==> config.mk <==
export PLATFORM = sky130hd
export DESIGN_NAME = newest_events_sorted_window_core
export DESIGN_NICKNAME = d
export VERILOG_FILES = /design/src/design/nesw_pkg.sv /design/src/design/nesw_cell.sv /design/src/design/newest_events_sorted_window_core.sv
export VERILOG_INCLUDE_DIRS = /design/src /design/src/design
export SDC_FILE = /design/constraint.sdc
export NUM_CORES = 2
export LEC_CHECK = 0
export BUFFER_PORTS_ARGS = -buffer_cell sky130_fd_sc_hd__buf_2
export CORE_MARGIN = 5
export CORE_UTILIZATION = 25
export CTS_BUF_LIST = sky130_fd_sc_hd__clkbuf_8 sky130_fd_sc_hd__clkbuf_16
export DETAILED_ROUTE_END_ITERATION = 16
export GPL_ROUTABILITY_DRIVEN = 0
export REMOVE_ABC_BUFFERS = 1
export SLEW_MARGIN = 10
export SYNTH_ARGS = -nofsm -noshare
export SYNTH_HDL_FRONTEND = slang
export SYNTH_HIERARCHICAL = 1
export SYNTH_SLANG_ARGS = --single-unit
==> constraint.sdc <==
create_clock -name clk -period 18.66 [get_ports clk]
set_clock_uncertainty 0.1 [all_clocks]
set_input_delay 1.866 -clock clk [delete_from_list [all_inputs] [get_ports clk]]
set_output_delay 1.866 -clock clk [all_outputs]
set_load 0.01 [all_outputs]
==> src/design/newest_events_sorted_window_core_macros.svh <==
// ============================================================================
// Assertion macros for the newest events sorted window core
// Concurrent checks on clk, switched off in synthesis builds.
// ============================================================================
`ifndef NEWEST_EVENTS_SORTED_WINDOW_CORE_MACROS_SVH
`define NEWEST_EVENTS_SORTED_WINDOW_CORE_MACROS_SVH

`ifndef SYNTHESIS

// Same-cycle implication, idle during reset
`define NESW_ASSERT_NOW(label, ante, cons) \
    label: assert property (@(posedge clk) disable iff (!rst_n) (ante) |-> (cons)) \
        else $error("nesw check failed");

// Next-cycle implication, idle during reset
`define NESW_ASSERT_NEXT(label, ante, cons) \
    label: assert property (@(posedge clk) disable iff (!rst_n) (ante) |=> (cons)) \
        else $error("nesw check failed");

`else

`define NESW_ASSERT_NOW(label, ante, cons)
`define NESW_ASSERT_NEXT(label, ante, cons)

`endif

`endif

==> src/design/nesw_pkg.sv <==
// ============================================================================
// nesw_pkg
// Shared widths, register indexes and cell control types.
// ============================================================================
package nesw_pkg;

    localparam int TICK_W      = 31;
    localparam int WORLD_W     = 8;
    localparam int TYPE_W      = 4;
    localparam int LIFE_W      = 16;
    localparam int PAY_PORT_W  = 32;
    localparam int COUNT_OUT_W = 4;
    localparam int CFG_IDX_W   = 1;
    localparam int CFG_DATA_W  = 16;

    localparam logic [LIFE_W-1:0] LIFETIME_RESET = 16'd800;

    // Configuration register indexes
    typedef enum logic [CFG_IDX_W-1:0] {
        REG_WANTED_TYPE = 1'b0,
        REG_LIFETIME    = 1'b1
    } cfg_reg_t;

    // What the whole chain does this cycle
    typedef enum logic [1:0] {
        MODE_HOLD   = 2'd0,
        MODE_INSERT = 2'd1,
        MODE_EVICT  = 2'd2,
        MODE_ROTATE = 2'd3
    } cell_mode_t;

    // Per-cell control from the sequencer
    typedef struct packed {
        cell_mode_t mode;
        logic       occupied;
        logic       at_fill;
        logic       tail;
    } cell_ctrl_t;

endpackage

==> src/design/nesw_cell.sv <==
// ============================================================================
// nesw_cell
// One slot of the sorted chain: compares its tick and takes new data
// from the event, its left or right neighbour, or the head of the chain.
// ============================================================================
module nesw_cell #(
    parameter int PAYLOAD_BITS = 32
) (
    input  logic                            clk,
    input  nesw_pkg::cell_ctrl_t            ctrl,
    input  logic [nesw_pkg::TICK_W-1:0]     new_tick,
    input  logic [PAYLOAD_BITS-1:0]         new_payload,
    input  logic [nesw_pkg::TICK_W-1:0]     left_tick,
    input  logic [PAYLOAD_BITS-1:0]         left_payload,
    input  logic                            left_gt,
    input  logic [nesw_pkg::TICK_W-1:0]     right_tick,
    input  logic [PAYLOAD_BITS-1:0]         right_payload,
    input  logic                            right_le,
    input  logic [nesw_pkg::TICK_W-1:0]     wrap_tick,
    input  logic [PAYLOAD_BITS-1:0]         wrap_payload,
    output logic [nesw_pkg::TICK_W-1:0]     tick_out,
    output logic [PAYLOAD_BITS-1:0]         payload_out,
    output logic                            gt_out,
    output logic                            le_out
);

    logic [nesw_pkg::TICK_W-1:0] tick_reg;
    logic [nesw_pkg::TICK_W-1:0] tick_next;
    logic [PAYLOAD_BITS-1:0]     payload_reg;
    logic [PAYLOAD_BITS-1:0]     payload_next;
    logic                        newer_here;

    // Compare the stored tick against the incoming one
    assign newer_here = tick_reg > new_tick;
    assign gt_out     = ctrl.occupied && newer_here;
    assign le_out     = ctrl.occupied && !newer_here;

    // Pick the next content of the slot
    always_comb
    begin
        tick_next    = tick_reg;
        payload_next = payload_reg;
        unique case (ctrl.mode)
            nesw_pkg::MODE_INSERT:
            begin
                // shift right behind newer entries, drop the event into the gap
                if (left_gt)
                begin
                    tick_next    = left_tick;
                    payload_next = left_payload;
                end
                else if (gt_out || ctrl.at_fill)
                begin
                    tick_next    = new_tick;
                    payload_next = new_payload;
                end
            end
            nesw_pkg::MODE_EVICT:
            begin
                // oldest falls off the head, older-or-equal entries move down
                if (right_le)
                begin
                    tick_next    = right_tick;
                    payload_next = right_payload;
                end
                else if (!newer_here)
                begin
                    tick_next    = new_tick;
                    payload_next = new_payload;
                end
            end
            nesw_pkg::MODE_ROTATE:
            begin
                // advance towards the head, the tail takes the old head
                if (ctrl.tail)
                begin
                    tick_next    = wrap_tick;
                    payload_next = wrap_payload;
                end
                else if (ctrl.occupied)
                begin
                    tick_next    = right_tick;
                    payload_next = right_payload;
                end
            end
            default:
            begin
                tick_next    = tick_reg;
                payload_next = payload_reg;
            end
        endcase
    end

    // Slot storage, written only through the chain
    always_ff @(posedge clk)
    begin
        tick_reg    <= tick_next;
        payload_reg <= payload_next;
    end

    assign tick_out    = tick_reg;
    assign payload_out = payload_reg;

endmodule

==> src/design/newest_events_sorted_window_core.sv <==
// ============================================================================
// newest_events_sorted_window_core
// Keeps the newest matching events of a scan in tick order and emits them.
// ============================================================================
// Input words arrive on in_valid/in_ready, one event per word. Matching events
// (world, decode status, wanted type, tick inside the lifetime window) go into
// a chain of CAPACITY slots kept in ascending tick order, equal ticks in
// arrival order. A full chain drops an event no newer than its oldest entry,
// otherwise evicts the oldest. start_scan empties the chain first.
// A word without end_scan leaves in_ready high; the next word may follow at once.
// A word with end_scan starts the emission: the chain rotates one slot a
// cycle towards its head and the head is copied to the output register;
// the first result word is loaded in ST_EMIT after acceptance, and the rest
// follow one a cycle, oldest first, max(1, count) words in all. in_ready is
// low until the last result is loaded; an empty window gives one word with
// entry_valid low. After a full rotation the chain is back in order, so the
// window is kept. A stalled out_ready holds the output register and halts
// the rotation. Configuration words on cfg_valid/cfg_ready are always taken.
// Reset empties the window, drops any pending result and sets wanted_type to
// 0 and lifetime_ticks to 800; slot contents need no clearing.
// ============================================================================
`include "newest_events_sorted_window_core_macros.svh"

module newest_events_sorted_window_core #(
    parameter int CAPACITY     = 8,
    parameter int PAYLOAD_BITS = 32
) (
    input  logic                                clk,
    input  logic                                rst_n,
    // input words
    input  logic                                in_valid,
    output logic                                in_ready,
    input  logic                                start_scan,
    input  logic [nesw_pkg::TICK_W-1:0]         frame_tick,
    input  logic [nesw_pkg::WORLD_W-1:0]        frame_world,
    input  logic                                has_event,
    input  logic [nesw_pkg::TICK_W-1:0]         event_tick,
    input  logic [nesw_pkg::WORLD_W-1:0]        event_world,
    input  logic                                decoded_ok,
    input  logic [nesw_pkg::TYPE_W-1:0]         event_type,
    input  logic [nesw_pkg::PAY_PORT_W-1:0]     event_payload,
    input  logic                                end_scan,
    // result words
    output logic                                out_valid,
    input  logic                                out_ready,
    output logic                                entry_valid,
    output logic [nesw_pkg::TICK_W-1:0]         entry_tick,
    output logic [nesw_pkg::PAY_PORT_W-1:0]     entry_payload,
    output logic [nesw_pkg::COUNT_OUT_W-1:0]    kept_count,
    output logic                                last_of_run,
    // configuration writes
    input  logic                                cfg_valid,
    output logic                                cfg_ready,
    input  logic [nesw_pkg::CFG_IDX_W-1:0]      cfg_index,
    input  logic [nesw_pkg::CFG_DATA_W-1:0]     cfg_data
);

    localparam int CW = $clog2(CAPACITY + 1);

    typedef enum logic [1:0] {
        ST_IDLE = 2'b01,
        ST_EMIT = 2'b10
    } state_t;

    state_t                              state_reg;
    state_t                              state_next;
    logic [CW-1:0]                       fill_reg;
    logic [CW-1:0]                       fill_next;
    logic [CW-1:0]                       rem_reg;
    logic [CW-1:0]                       rem_next;
    logic [nesw_pkg::TYPE_W-1:0]         wanted_type_reg;
    logic [nesw_pkg::LIFE_W-1:0]         lifetime_reg;

    logic                                out_valid_reg;
    logic                                out_valid_next;
    logic                                entry_valid_reg;
    logic [nesw_pkg::TICK_W-1:0]         entry_tick_reg;
    logic [nesw_pkg::PAY_PORT_W-1:0]     entry_payload_reg;
    logic [nesw_pkg::COUNT_OUT_W-1:0]    kept_count_reg;
    logic                                last_of_run_reg;

    logic                                in_fire;
    logic                                emit_load;
    logic                                event_kept;
    logic [nesw_pkg::TICK_W-1:0]         tick_age;
    logic [CW-1:0]                       eff_fill;
    logic [CW-1:0]                       occ_count;
    logic [CW-1:0]                       tail_idx;
    logic                                chain_full;
    nesw_pkg::cell_mode_t                chain_mode;
    logic [PAYLOAD_BITS+31:0]            pay_in_wide;
    logic [PAYLOAD_BITS-1:0]             new_payload;
    logic [PAYLOAD_BITS+31:0]            pay_out_wide;
    logic [CW+3:0]                       fill_wide;

    nesw_pkg::cell_ctrl_t                cell_ctrl    [CAPACITY];
    logic [nesw_pkg::TICK_W-1:0]         cell_tick    [CAPACITY];
    logic [PAYLOAD_BITS-1:0]             cell_payload [CAPACITY];
    logic                                cell_gt      [CAPACITY];
    logic                                cell_le      [CAPACITY];

    assign in_ready  = (state_reg == ST_IDLE);
    assign in_fire   = in_valid && in_ready;
    assign emit_load = (state_reg == ST_EMIT) && (!out_valid_reg || out_ready);
    assign cfg_ready = 1'b1;

    // Filter the event against the scan and the window
    assign tick_age   = frame_tick - event_tick;
    assign event_kept = has_event && decoded_ok
                        && (event_world == frame_world)
                        && (event_type == wanted_type_reg)
                        && (event_tick <= frame_tick)
                        && (tick_age < nesw_pkg::TICK_W'(lifetime_reg));

    // Resize the payload to the slot width
    assign pay_in_wide  = (PAYLOAD_BITS + 32)'(event_payload);
    assign new_payload  = pay_in_wide[PAYLOAD_BITS-1:0];
    assign pay_out_wide = (PAYLOAD_BITS + 32)'(cell_payload[0]);

    // Count seen by this word, after an optional clear
    assign eff_fill   = start_scan ? '0 : fill_reg;
    assign chain_full = (eff_fill == CW'(CAPACITY));
    assign occ_count  = (state_reg == ST_IDLE) ? eff_fill : fill_reg;
    assign tail_idx   = fill_reg - CW'(1);

    // Choose the chain operation
    always_comb
    begin
        chain_mode = nesw_pkg::MODE_HOLD;
        fill_next  = fill_reg;
        if (in_fire)
        begin
            fill_next = eff_fill;
            if (event_kept)
            begin
                if (!chain_full)
                begin
                    chain_mode = nesw_pkg::MODE_INSERT;
                    fill_next  = eff_fill + CW'(1);
                end
                else if (cell_tick[0] < event_tick)
                begin
                    chain_mode = nesw_pkg::MODE_EVICT;
                end
            end
        end
        else if (emit_load)
        begin
            chain_mode = nesw_pkg::MODE_ROTATE;
        end
    end

    // Per-slot control
    always_comb
    begin
        for (int i = 0; i < CAPACITY; i++)
        begin
            cell_ctrl[i].mode     = chain_mode;
            cell_ctrl[i].occupied = CW'(i) < occ_count;
            cell_ctrl[i].at_fill  = CW'(i) == eff_fill;
            cell_ctrl[i].tail     = CW'(i) == tail_idx;
        end
    end

    // Build the chain of slots
    for (genvar g = 0; g < CAPACITY; g++)
    begin : g_cell
        logic [nesw_pkg::TICK_W-1:0] l_tick;
        logic [PAYLOAD_BITS-1:0]     l_payload;
        logic                        l_gt;
        logic [nesw_pkg::TICK_W-1:0] r_tick;
        logic [PAYLOAD_BITS-1:0]     r_payload;
        logic                        r_le;

        if (g == 0)
        begin : g_head
            assign l_tick    = '0;
            assign l_payload = '0;
            assign l_gt      = 1'b0;
        end
        else
        begin : g_body
            assign l_tick    = cell_tick[g-1];
            assign l_payload = cell_payload[g-1];
            assign l_gt      = cell_gt[g-1];
        end

        if (g == CAPACITY - 1)
        begin : g_end
            assign r_tick    = '0;
            assign r_payload = '0;
            assign r_le      = 1'b0;
        end
        else
        begin : g_mid
            assign r_tick    = cell_tick[g+1];
            assign r_payload = cell_payload[g+1];
            assign r_le      = cell_le[g+1];
        end

        nesw_cell #(
            .PAYLOAD_BITS (PAYLOAD_BITS)
        ) u_cell (
            .clk           (clk),
            .ctrl          (cell_ctrl[g]),
            .new_tick      (event_tick),
            .new_payload   (new_payload),
            .left_tick     (l_tick),
            .left_payload  (l_payload),
            .left_gt       (l_gt),
            .right_tick    (r_tick),
            .right_payload (r_payload),
            .right_le      (r_le),
            .wrap_tick     (cell_tick[0]),
            .wrap_payload  (cell_payload[0]),
            .tick_out      (cell_tick[g]),
            .payload_out   (cell_payload[g]),
            .gt_out        (cell_gt[g]),
            .le_out        (cell_le[g])
        );
    end

    // Sequence the emission
    always_comb
    begin
        state_next     = state_reg;
        rem_next       = rem_reg;
        out_valid_next = out_valid_reg && !out_ready;
        unique case (state_reg)
            ST_IDLE:
            begin
                if (in_fire && end_scan)
                begin
                    state_next = ST_EMIT;
                    rem_next   = fill_next;
                end
            end
            ST_EMIT:
            begin
                if (emit_load)
                begin
                    out_valid_next = 1'b1;
                    rem_next       = rem_reg - CW'(1);
                    if (rem_reg <= CW'(1))
                    begin
                        state_next = ST_IDLE;
                    end
                end
            end
            default:
            begin
                state_next = ST_IDLE;
            end
        endcase
    end

    // Control registers
    always_ff @(posedge clk or negedge rst_n)
    begin
        if (!rst_n)
        begin
            state_reg     <= ST_IDLE;
            fill_reg      <= '0;
            rem_reg       <= '0;
            out_valid_reg <= 1'b0;
        end
        else
        begin
            state_reg     <= state_next;
            fill_reg      <= fill_next;
            rem_reg       <= rem_next;
            out_valid_reg <= out_valid_next;
        end
    end

    // Configuration registers
    always_ff @(posedge clk or negedge rst_n)
    begin
        if (!rst_n)
        begin
            wanted_type_reg <= '0;
            lifetime_reg    <= nesw_pkg::LIFETIME_RESET;
        end
        else if (cfg_valid && cfg_ready)
        begin
            unique case (nesw_pkg::cfg_reg_t'(cfg_index))
                nesw_pkg::REG_WANTED_TYPE: wanted_type_reg <= cfg_data[nesw_pkg::TYPE_W-1:0];
                nesw_pkg::REG_LIFETIME:    lifetime_reg    <= cfg_data;
                default:                   lifetime_reg    <= lifetime_reg;
            endcase
        end
    end

    assign fill_wide = (CW + 4)'(fill_reg);

    // Load the head of the chain into the output word
    always_ff @(posedge clk)
    begin
        if (emit_load)
        begin
            entry_valid_reg   <= (fill_reg != '0);
            entry_tick_reg    <= (fill_reg != '0) ? cell_tick[0] : '0;
            entry_payload_reg <= (fill_reg != '0) ? pay_out_wide[31:0] : '0;
            kept_count_reg    <= fill_wide[3:0];
            last_of_run_reg   <= (rem_reg <= CW'(1));
        end
    end

    assign out_valid     = out_valid_reg;
    assign entry_valid   = entry_valid_reg;
    assign entry_tick    = entry_tick_reg;
    assign entry_payload = entry_payload_reg;
    assign kept_count    = kept_count_reg;
    assign last_of_run   = last_of_run_reg;

    // Checks
    `NESW_ASSERT_NOW(a_fill_bound, 1'b1, fill_reg <= CW'(CAPACITY))
    `NESW_ASSERT_NOW(a_empty_word, out_valid && !entry_valid, last_of_run && kept_count == '0)
    `NESW_ASSERT_NEXT(a_insert_grows, in_fire && !start_scan && event_kept && !chain_full, fill_reg == $past(fill_reg) + CW'(1))

endmodule
==> metrics.log <==
INFO  metric timing.max_slew.rel_slack = 13.99%
INFO  metric fp.coreArea = ~220,000 µm²
INFO  metric worst-r2r-setup-slack = around 11,000 ps
INFO  metric timing.critical_path.required = ~19,000 ps
INFO  metric grtUsageTotal = 16.39%
INFO  metric placementRows = 173
INFO  metric multiInputGateArea = 35,260 µm²
INFO  metric dpl_cell_area = ~60,000 µm²
INFO  metric clockRootBuffer = sky130_fd_sc_hd__clkbuf_16
INFO  metric route.detailed.vias_per_inst = between 5 and 6
INFO  metric drt.antenna.violating_nets = 0
INFO  metric vdd_drop_max = 0.07203 mV
INFO  metric start_kind = input pin
INFO  metric timing.critical_path.arrival = between 10,000 and 15,000 ps
INFO  metric detailedPlacementHpwl = between 100 and 150 mm
INFO  metric fill_cells = approximately 23,000
INFO  metric synthCells = 6,002
INFO  metric final_min_period_over_clock_period = 56.24%
INFO  metric endpoint_kind = register
INFO  metric clock_sinks = a little over 600
INFO  metric run_status = finished, final reports clean
INFO  metric maxSlewViolCount = 0
INFO  metric post-route-cell-area = between 60,000 and 70,000 µm²
INFO  metric cts_max_level = 3
INFO  metric layout-drive-gt1-share = a little over an eighth
INFO  metric report.final.setup_viol = 0
INFO  metric area.growth.synth_to_final = 12.74%
INFO  metric cp_cell_sequence = buf_2 -> ha_1 -> fa_1 -> nand2b_1 -> a21oi_1 -> o21ai_1 -> a21oi_1 -> nor2_1 -> xnor2_1 -> ha_1 -> o211ai_1 -> nor4_1 -> or4_1 -> nor4_1 -> o2111ai_1 -> nand4b_1 -> or4_1 -> or4_1 -> o21ai_4 -> buf_4 -> buf_4 -> buf_4 -> buf_4 -> o21ai_0
INFO  metric worst_pin_slew = 1290 ps
INFO  metric tritoncts = yes
INFO  metric detail_route.iter0.violations = a little under 5,000
INFO  metric drc = 0
INFO  metric postCtsResizedCells = 0
INFO  metric number_of_flip_flops_under_the_largest_register_name = 256
INFO  metric clk_latency = 720 ps
INFO  metric chipWidth = between 400 and 500 µm
INFO  metric timing.critical_path.from = event_tick[0]
INFO  metric timing.max_cap.violations = 0
INFO  metric yosys_warnings = 6
INFO  metric grt_pass1_vias = approximately 46,000
INFO  metric synth.avg_cell_area = 9.253 µm²
INFO  metric floorplan.io_pins = between 200 and 250
INFO  metric timing.final.hold_violations = 0
INFO  metric dp_worst_setup_slack = around 7800 ps
INFO  metric syn-cell-area = approximately 56,000 µm²
INFO  metric cp-endpoint = g_cell[7].u_cell/payload_out[6]
INFO  metric fin_total_pwr = between 3 and 4 mW
INFO  metric cts_made_buffers = ~80
INFO  metric grt_pass1_wl = 295.6 mm
INFO  metric grt_overflow_total = 0
INFO  metric effective_utilization_at_floorplan = 25.06%
INFO  metric hold_buffers = 0
INFO  metric shortest_clock_period_the_worst_path_allows_after_layout = approximately 10,000 ps
INFO  metric path_depth = 24
INFO  metric tns = 0 ps
INFO  metric routed-via-count = 48,510
INFO  metric port_buffers = 210
INFO  metric critical-path-top-cell-by-count = sky130_fd_sc_hd__buf_4
INFO  metric rsz_0062_raised_after_global_routing = false
INFO  metric worstSetupPathType = in -> reg
INFO  metric max_clock_freq = 0.09529 GHz
INFO  metric grt_max_degree = approximately 270
INFO  metric r2r_start = lifetime_reg[9]
INFO  metric post-cts-setup-buffers = 0
INFO  metric timing.critical_path.slowest_cell_delay = roughly 1000 ps
INFO  metric cpLargestDelayFamily = buffers and inverters
INFO  metric die-height = 481.3 µm
INFO  metric clock_path_buffers = 3
INFO  metric detail_route.wl_per_cell = between 20 and 25 µm
INFO  metric regArea = around 18,000 µm²
INFO  metric final_nets = roughly 6,600
INFO  metric die_area = roughly 230,000 µm²
INFO  metric cellLeakagePower = approximately 20 nW
INFO  metric worst-path-max-fanout = roughly 120
INFO  metric cp_bufs_invs = 5
INFO  metric final_wl = between 200 and 250 mm
INFO  metric final.setup.worst_slack = ~8000 ps
INFO  metric drt_pre_antenna_iters = 6
INFO  metric rr_endpoint = g_cell[7].u_cell/payload_out[6]
INFO  metric cts.reportedPaths.clkPinSlew = about 60 ps
INFO  metric min-delay-path-class = reg -> reg
INFO  metric rr_worst_depth = 16
INFO  metric power-per-cell-area = around 63 nW/µm²
INFO  metric slowest_cell_on_the_critical_path = sky130_fd_sc_hd__buf_4
INFO  metric antenna_violations_before_repair = 38
-- layout make-up --
class	instances	share of cell area [%]
antenna	19	0.07593
timing repair buffer	297	2.802
inverter	323	1.940
sequential	604	28.73
tap	2975	5.945
multi-input combinational	4809	56.30
clock buffer	87	3.441
clock inverter	63	0.7653
-- metrics by stage --
step | std cells | utilization (%) | hold WS (ps)
floorplan | 5736 | - | 379.5
global placement | 9007 | 27.03 | 392.5
detailed placement | 9007 | 27.03 | 397.0
CTS | 9157 | 28.22 | 411.5
global route | 9160 | 28.23 | 426.7
finish | 9177 | 28.25 | 411.0
-- power by group --
part	leakage [nW]	switching (mW)	internal, mW
Combinational	12.6	0.450	0.247
Sequential	5.48	0.0612	1.58
Clock	1.36	0.703	0.905
Total	19.4	1.21	2.73
-- placed cells by master (no fill, tap or decap), types with 11 or more instances in the layout --
cell / instances
sky130_fd_sc_hd__mux2i_1: 1013
sky130_fd_sc_hd__o211ai_1: 522
sky130_fd_sc_hd__a211oi_1: 16
sky130_fd_sc_hd__xor2_1: 13
sky130_fd_sc_hd__nand2_1: 843
sky130_fd_sc_hd__a21oi_1: 139
sky130_fd_sc_hd__buf_4: 83
sky130_fd_sc_hd__o21ai_0: 790
sky130_fd_sc_hd__dfrtp_1: 27
sky130_fd_sc_hd__conb_1: 192
sky130_fd_sc_hd__clkbuf_16: 85
sky130_fd_sc_hd__edfxtp_1: 573
sky130_fd_sc_hd__a21o_1: 38
sky130_fd_sc_hd__o21ai_1: 16
sky130_fd_sc_hd__nand3_1: 46
sky130_fd_sc_hd__nand4_2: 14
sky130_fd_sc_hd__inv_1: 340
sky130_fd_sc_hd__nand2b_1: 14
sky130_fd_sc_hd__nor2b_1: 78
sky130_fd_sc_hd__nor2_4: 12
sky130_fd_sc_hd__o21a_1: 18
sky130_fd_sc_hd__ha_1: 330
sky130_fd_sc_hd__clkinv_1: 11
sky130_fd_sc_hd__mux2_2: 285
sky130_fd_sc_hd__nor3_1: 36
sky130_fd_sc_hd__nand4_1: 50
sky130_fd_sc_hd__diode_2: 19
sky130_fd_sc_hd__nor2_1: 88
sky130_fd_sc_hd__buf_2: 210
sky130_fd_sc_hd__clkinv_2: 17
sky130_fd_sc_hd__xnor2_1: 17
-- routing by layer --
layer  track usage (%)  wire length (µm)  vias up
met5                 0                65        -
met4             5.809              7081       12
met3             3.073             15410      359
met2             26.02             89770     2011
met1             22.26             88050    23710
li1                  -                 -    22420
-- worst min-delay path by stage --
stage | from | end | slack, ps | depth (start not counted)
2_1_floorplan | lifetime_reg[10] | lifetime_reg[10] | 380 | 1
3_3_place_gp | lifetime_reg[6] | lifetime_reg[6] | 390 | 1
3_5_place_dp | lifetime_reg[6] | lifetime_reg[6] | 400 | 1
4_1_cts | lifetime_reg[2] | lifetime_reg[2] | 410 | 1
5_1_grt | lifetime_reg[13] | lifetime_reg[13] | 430 | 1
6_report | lifetime_reg[2] | lifetime_reg[2] | 410 | 1
Power figures use the tool's default switching activity.
